`src/design/assert_macros.svh`:
```
// assertion macros for the rtl files, used by rwes_ctrl
`ifndef ASSERT_MACROS_SVH
`define ASSERT_MACROS_SVH

`ifndef SYNTHESIS

// same-cycle implication
`define ASSERT_IMPLIES(label, clk, rst_n, ante, cons) \
    label: assert property (@(posedge clk) disable iff (!rst_n) (ante) |-> (cons)) \
        else $error("assertion failed");

// next-cycle implication
`define ASSERT_NEXT(label, clk, rst_n, ante, cons) \
    label: assert property (@(posedge clk) disable iff (!rst_n) (ante) |=> (cons)) \
        else $error("assertion failed");

`else

`define ASSERT_IMPLIES(label, clk, rst_n, ante, cons)

`define ASSERT_NEXT(label, clk, rst_n, ante, cons)

`endif

`endif

```
`src/design/rwes_pkg.sv`:
```
// shared types and constants of the rate weighted event select block
`timescale 1ns / 1ps

package rwes_pkg;

    // width of the uniform fraction that comes with a select transaction
    localparam int FRAC_BITS = 32;
    localparam int MUL_CNT_W = $clog2(FRAC_BITS);

    // function codes of an input transaction
    localparam logic FUNC_WRITE  = 1'b0;
    localparam logic FUNC_SELECT = 1'b1;

    typedef struct packed {
        logic clr_step;
        logic load_in;
        logic wr_commit;
        logic mul_step;
        logic walk_start;
        logic walk_step;
        logic out_load;
    } t_cmd;

    typedef struct packed {
        logic clr_last;
        logic no_active;
        logic mul_last;
        logic walk_done;
    } t_status;

endpackage

```
`src/design/rwes_ctrl.sv`:
```
// controller state machine of the rate weighted event select block
`timescale 1ns / 1ps
`include "assert_macros.svh"

module rwes_ctrl (
    input  logic              i_clk,
    input  logic              i_rst_n,
    input  logic              i_in_valid,
    input  logic              i_func,
    output logic              o_in_ready,
    output logic              o_out_valid,
    input  logic              i_out_ready,
    output rwes_pkg::t_cmd    o_cmd,
    input  rwes_pkg::t_status i_sts
);

    import rwes_pkg::*;

    typedef enum logic [2:0] {
        S_CLEAR,
        S_IDLE,
        S_WR_RD,
        S_WR_UPD,
        S_MUL,
        S_WALK,
        S_FINISH
    } t_state;

    t_state r_state;
    t_state n_state;
    logic   r_out_valid;

    always_comb begin
        n_state = r_state;
        o_cmd   = '0;
        unique case (r_state)
            S_CLEAR: begin
                o_cmd.clr_step = 1'b1;
                if (i_sts.clr_last) begin
                    n_state = S_IDLE;
                end
            end
            S_IDLE: begin
                if (i_in_valid) begin
                    o_cmd.load_in = 1'b1;
                    if (i_func == FUNC_WRITE) begin
                        n_state = S_WR_RD;
                    end else if (i_sts.no_active) begin
                        n_state = S_FINISH;
                    end else begin
                        n_state = S_MUL;
                    end
                end
            end
            S_WR_RD: begin
                n_state = S_WR_UPD;
            end
            S_WR_UPD: begin
                o_cmd.wr_commit = 1'b1;
                n_state = S_IDLE;
            end
            S_MUL: begin
                o_cmd.mul_step = 1'b1;
                if (i_sts.mul_last) begin
                    o_cmd.walk_start = 1'b1;
                    n_state = S_WALK;
                end
            end
            S_WALK: begin
                // hold the walk position once the pick is known
                if (i_sts.walk_done) begin
                    n_state = S_FINISH;
                end else begin
                    o_cmd.walk_step = 1'b1;
                end
            end
            S_FINISH: begin
                if (!r_out_valid || i_out_ready) begin
                    o_cmd.out_load = 1'b1;
                    n_state = S_IDLE;
                end
            end
            default: begin
                n_state = S_IDLE;
            end
        endcase
    end

    always_ff @(posedge i_clk) begin
        if (!i_rst_n) begin
            r_state     <= S_CLEAR;
            r_out_valid <= 1'b0;
        end else begin
            r_state <= n_state;
            if (o_cmd.out_load) begin
                r_out_valid <= 1'b1;
            end else if (i_out_ready) begin
                r_out_valid <= 1'b0;
            end
        end
    end

    assign o_in_ready  = (r_state == S_IDLE);
    assign o_out_valid = r_out_valid;

    `ASSERT_IMPLIES(a_no_overwrite, i_clk, i_rst_n, o_cmd.out_load && r_out_valid, i_out_ready)
    `ASSERT_NEXT(a_mul_to_walk, i_clk, i_rst_n, (r_state == S_MUL) && i_sts.mul_last, r_state == S_WALK)
    `ASSERT_NEXT(a_empty_select, i_clk, i_rst_n, o_in_ready && i_in_valid && (i_func == FUNC_SELECT) && i_sts.no_active, r_state == S_FINISH)
    `ASSERT_IMPLIES(a_valid_rise, i_clk, i_rst_n, $rose(r_out_valid), $past(r_state == S_FINISH))

endmodule

```
`config.mk`:
```
export PLATFORM = sky130hd
export DESIGN_NAME = rwes_ctrl
export DESIGN_NICKNAME = d
export VERILOG_FILES = /design/src/design/rwes_pkg.sv /design/src/design/rwes_ctrl.sv
export VERILOG_INCLUDE_DIRS = /design/src /design/src/design
export SDC_FILE = /design/constraint.sdc
export NUM_CORES = 1
export LEC_CHECK = 0
export ABC_AREA = 0
export BUFFER_PORTS_ARGS = -buffer_cell sky130_fd_sc_hd__buf_2
export CAP_MARGIN = 30
export CORE_AREA = 2 2 39 41
export CTS_CLUSTER_SIZE = 25
export DETAILED_ROUTE_END_ITERATION = 12
export DIE_AREA = 0 0 41 43
export PLACE_DENSITY = 0.49
export SKIP_LAST_GASP = 1
export SYNTH_ARGS = -nofsm -noshare
export SYNTH_HDL_FRONTEND = slang
export SYNTH_SLANG_ARGS = --single-unit
export TNS_END_PERCENT = 10
```
`constraint.sdc`:
```
create_clock -name i_clk -period 1.65 [get_ports i_clk]
set_input_delay 0.165 -clock i_clk [delete_from_list [all_inputs] [get_ports i_clk]]
set_output_delay 0.165 -clock i_clk [all_outputs]
set_load 0.03 [all_outputs]
```
==> flow_metrics.py <==
metrics = {
    "cts": {
        "cts_setup_buffers": 0,
        "cts-hold-fix-buffers": 0,
        "cts_sinks": 4,
        "cts_max_path_buffers": 2,
        "cts_resized": 0,
        "cts_tree": "yes",
        "cts_buffers": 3,
        "clk_latency_ns": 0.23,
        "cts.clk_slew.worst_paths_ns": 0.04,
        "cts_root_buffer": "clkbuf_4",
        "htree_levels": 1,
    },
    "logic_synthesis": {
        "yosysMostFrequentCell": "dfxtp_1",
        "syn_area_um2": 309,
        "synth_edf_count": 0,
        "yosysTopAreaCell": "dfxtp_1",
        "syn_inst": 39,
        "yosysWarnings": 0,
        "synth_area_leaders": "dfxtp_1 26%, mux2i_1 9.7%, nor3b_1 7.3%, nand2b_1 6.1%, nor2b_1 6.1%",
        "async_flop_share_pct": 0,
        "seq_area_frac_synth_pct": 25.9,
        "avgSynthCellArea_um2": 7.92,
        "synth.net_count": 48,
        "ys_seq_elements": 4,
        "synth_top_area_share_pct": 25.9,
        "ys_types": 21,
        "synthFlopType": "dfxtp_1",
    },
    "outcome": {
        "outcome": "finished, final reports clean",
    },
    "timing": {
        "tightest_slew_ns": 0.308,
        "setup_viol": 0,
        "final_hold_viol_count": 0,
        "fin_crit_ns": 1.44,
        "post-route-period-util_pct": 87.5,
        "grt_setup_unrepaired": "false",
        "fmax_mhz": 692,
        "skew_ns": 0.00287,
        "maxSlewHeadroom_pct": 79.5,
        "finalMaxSlewViolations": 0,
        "setup_tns_ns": 0,
    },
    "drt": {
        "vias_per_cell": 4.63,
        "remaining_drc_errors": 0,
        "drtPass1Iterations": 2,
        "drt-wirelength-per-cell_um": 9.32,
        "ant_nets": 0,
        "wl_met1_um": 329,
        "vias": 333,
        "dr_wl_met2_um": 264,
        "top_layer": "met3",
        "wl_met3_um": 77,
        "routed_wl_um": 671,
        "drt_iter0_drc": 3,
    },
    "pwr": {
        "peakVddDrop_mv": 0.613,
        "powerDensity_nw_per_um2": 864,
        "leakage_nw": 0.195,
    },
    "final_layout": {
        "n_antenna_cell": 0,
        "layout.nets": 67,
        "instances_no_fill": 72,
        "area_growth_pct": 36.8,
        "fin_area_um2": 423,
        "fill_cells": 143,
        "final_layout_size_suffix_gt1_share_pct": 42.9,
    },
    "critical_path": {
        "r2r_start": "r_state[1]",
        "criticalPathCategory": "flop to output pin",
        "cp-startpoint": "r_state[2]",
        "critPathArrivalTime_ns": 1.28,
        "cp.required_ns": 1.48,
        "startpoint_type": "flop",
        "cp-end-kind": "output pin",
        "path_max_fanout": 10,
    },
    "placed_design": {
        "portBuffers": 17,
        "routabilityCongestion": 0.718,
        "dp_hpwl_um": 524,
        "place_inst": 69,
        "postPlaceCellArea_um2": 398,
    },
    "global_route": {
        "antenna_found_initial": 0,
        "grt_max_degree": 12,
        "grt_overflow": 0,
        "grt_pass1_wl_um": 1040,
        "grt_use_total_pct": 9.55,
        "grt_pass1_vias": 252,
    },
    "min_path": {
        "hold_class": "input port to flop",
        "hold_start": "i_rst_n",
    },
    "floorplanning": {
        "rows": 14,
        "ios": 18,
        "die-area_um2": 1760,
        "die_w_um": 41,
        "coreArea_um2": 1380,
        "die_y_um": 43,
        "initial_core_util_pct": 22.3,
    },
    "job": {
        "cap_violations": 0,
    },
}
[per-stage QoR]
step	utilization (%)	hold slack (ns)	setup WS, ns	total power, mW
after CTS	30.4	0.176	0.0835	0.372
after global routing	30.6	0.203	0.0683	0.400
after floorplan	-	0.293	0.0889	0.223
after detailed placement	28.8	0.423	0.355	0.247
after global placement	28.8	0.426	0.334	0.250
final	30.6	0.193	0.206	0.365
[sequential cells by signal, summed over array words and instances, names as in the netlist]
signal,flops
o_out_valid,1
r_state,3
[where the power goes]
group / switching, mW / internal [mW]
clock network: 0.0383 / 0.0812
registers: 0.0193 / 0.106
logic: 0.0677 / 0.0526
total: 0.125 / 0.240
[metal layers]
layer,vias up,global-route usage [%]
li1,174,-
met1,144,11.0
met2,15,11.6
met3,0,9.42
met4,0,4.00
met5,-,0
[critical path: stages (launching register included)]
cell and delay, ns:
dfxtp_2 0.40, nor2b_1 0.21, nor3b_1 0.21, buf_2 0.23
[layout by cell type (no fill, tap or decap)]
master and count:
and2_1 1, a21boi_1 1, clkbuf_4 3, o22ai_1 2, nor2b_1 3, nand3b_1 1
buf_2 17, nor2_1 3, dfxtp_1 2, a21boi_0 1, and3_1 2, o211ai_1 1
inv_1 1, a22oi_2 1, nor3_1 2, o21ai_0 1, nor3b_2 1, nand2b_1 3
mux2i_1 3, dfxtp_2 2, a21oi_1 2, nand2_1 1, nor3b_1 2
[layout make-up]
type / count / area (um^2) / share of cell area, %
multi-input combinational: 31 / 209 / 49.4
tap: 16 / 20.0 / 4.73
timing repair buffer: 17 / 85.1 / 20.1
clock buffer: 3 / 22.5 / 5.33
sequential: 4 / 82.6 / 19.5
inverter: 1 / 3.75 / 0.888
[kinds of logic (layout without fill, tap and decap cells)]
family                 after synthesis  after routing  share of synthesized area [%]
AO/OA/AOI/OAI                        9              9                           20.2
flip-flops                           4              4                           25.9
buffers and inverters                4             21                           8.10
AND/OR/NAND/NOR                     19             19                           36.0
multiplexers                         3              3                           9.72
[final timing paths]
kind                 to  slack [ns]  cells past startpoint
min reg2reg  r_state[0]        0.58                      2
max reg2reg  r_state[0]        0.52                      4
max            o_cmd[1]        0.21                      3
min          r_state[1]        0.19                      2
No activity file was read; power rests on OpenSTA's default activity.
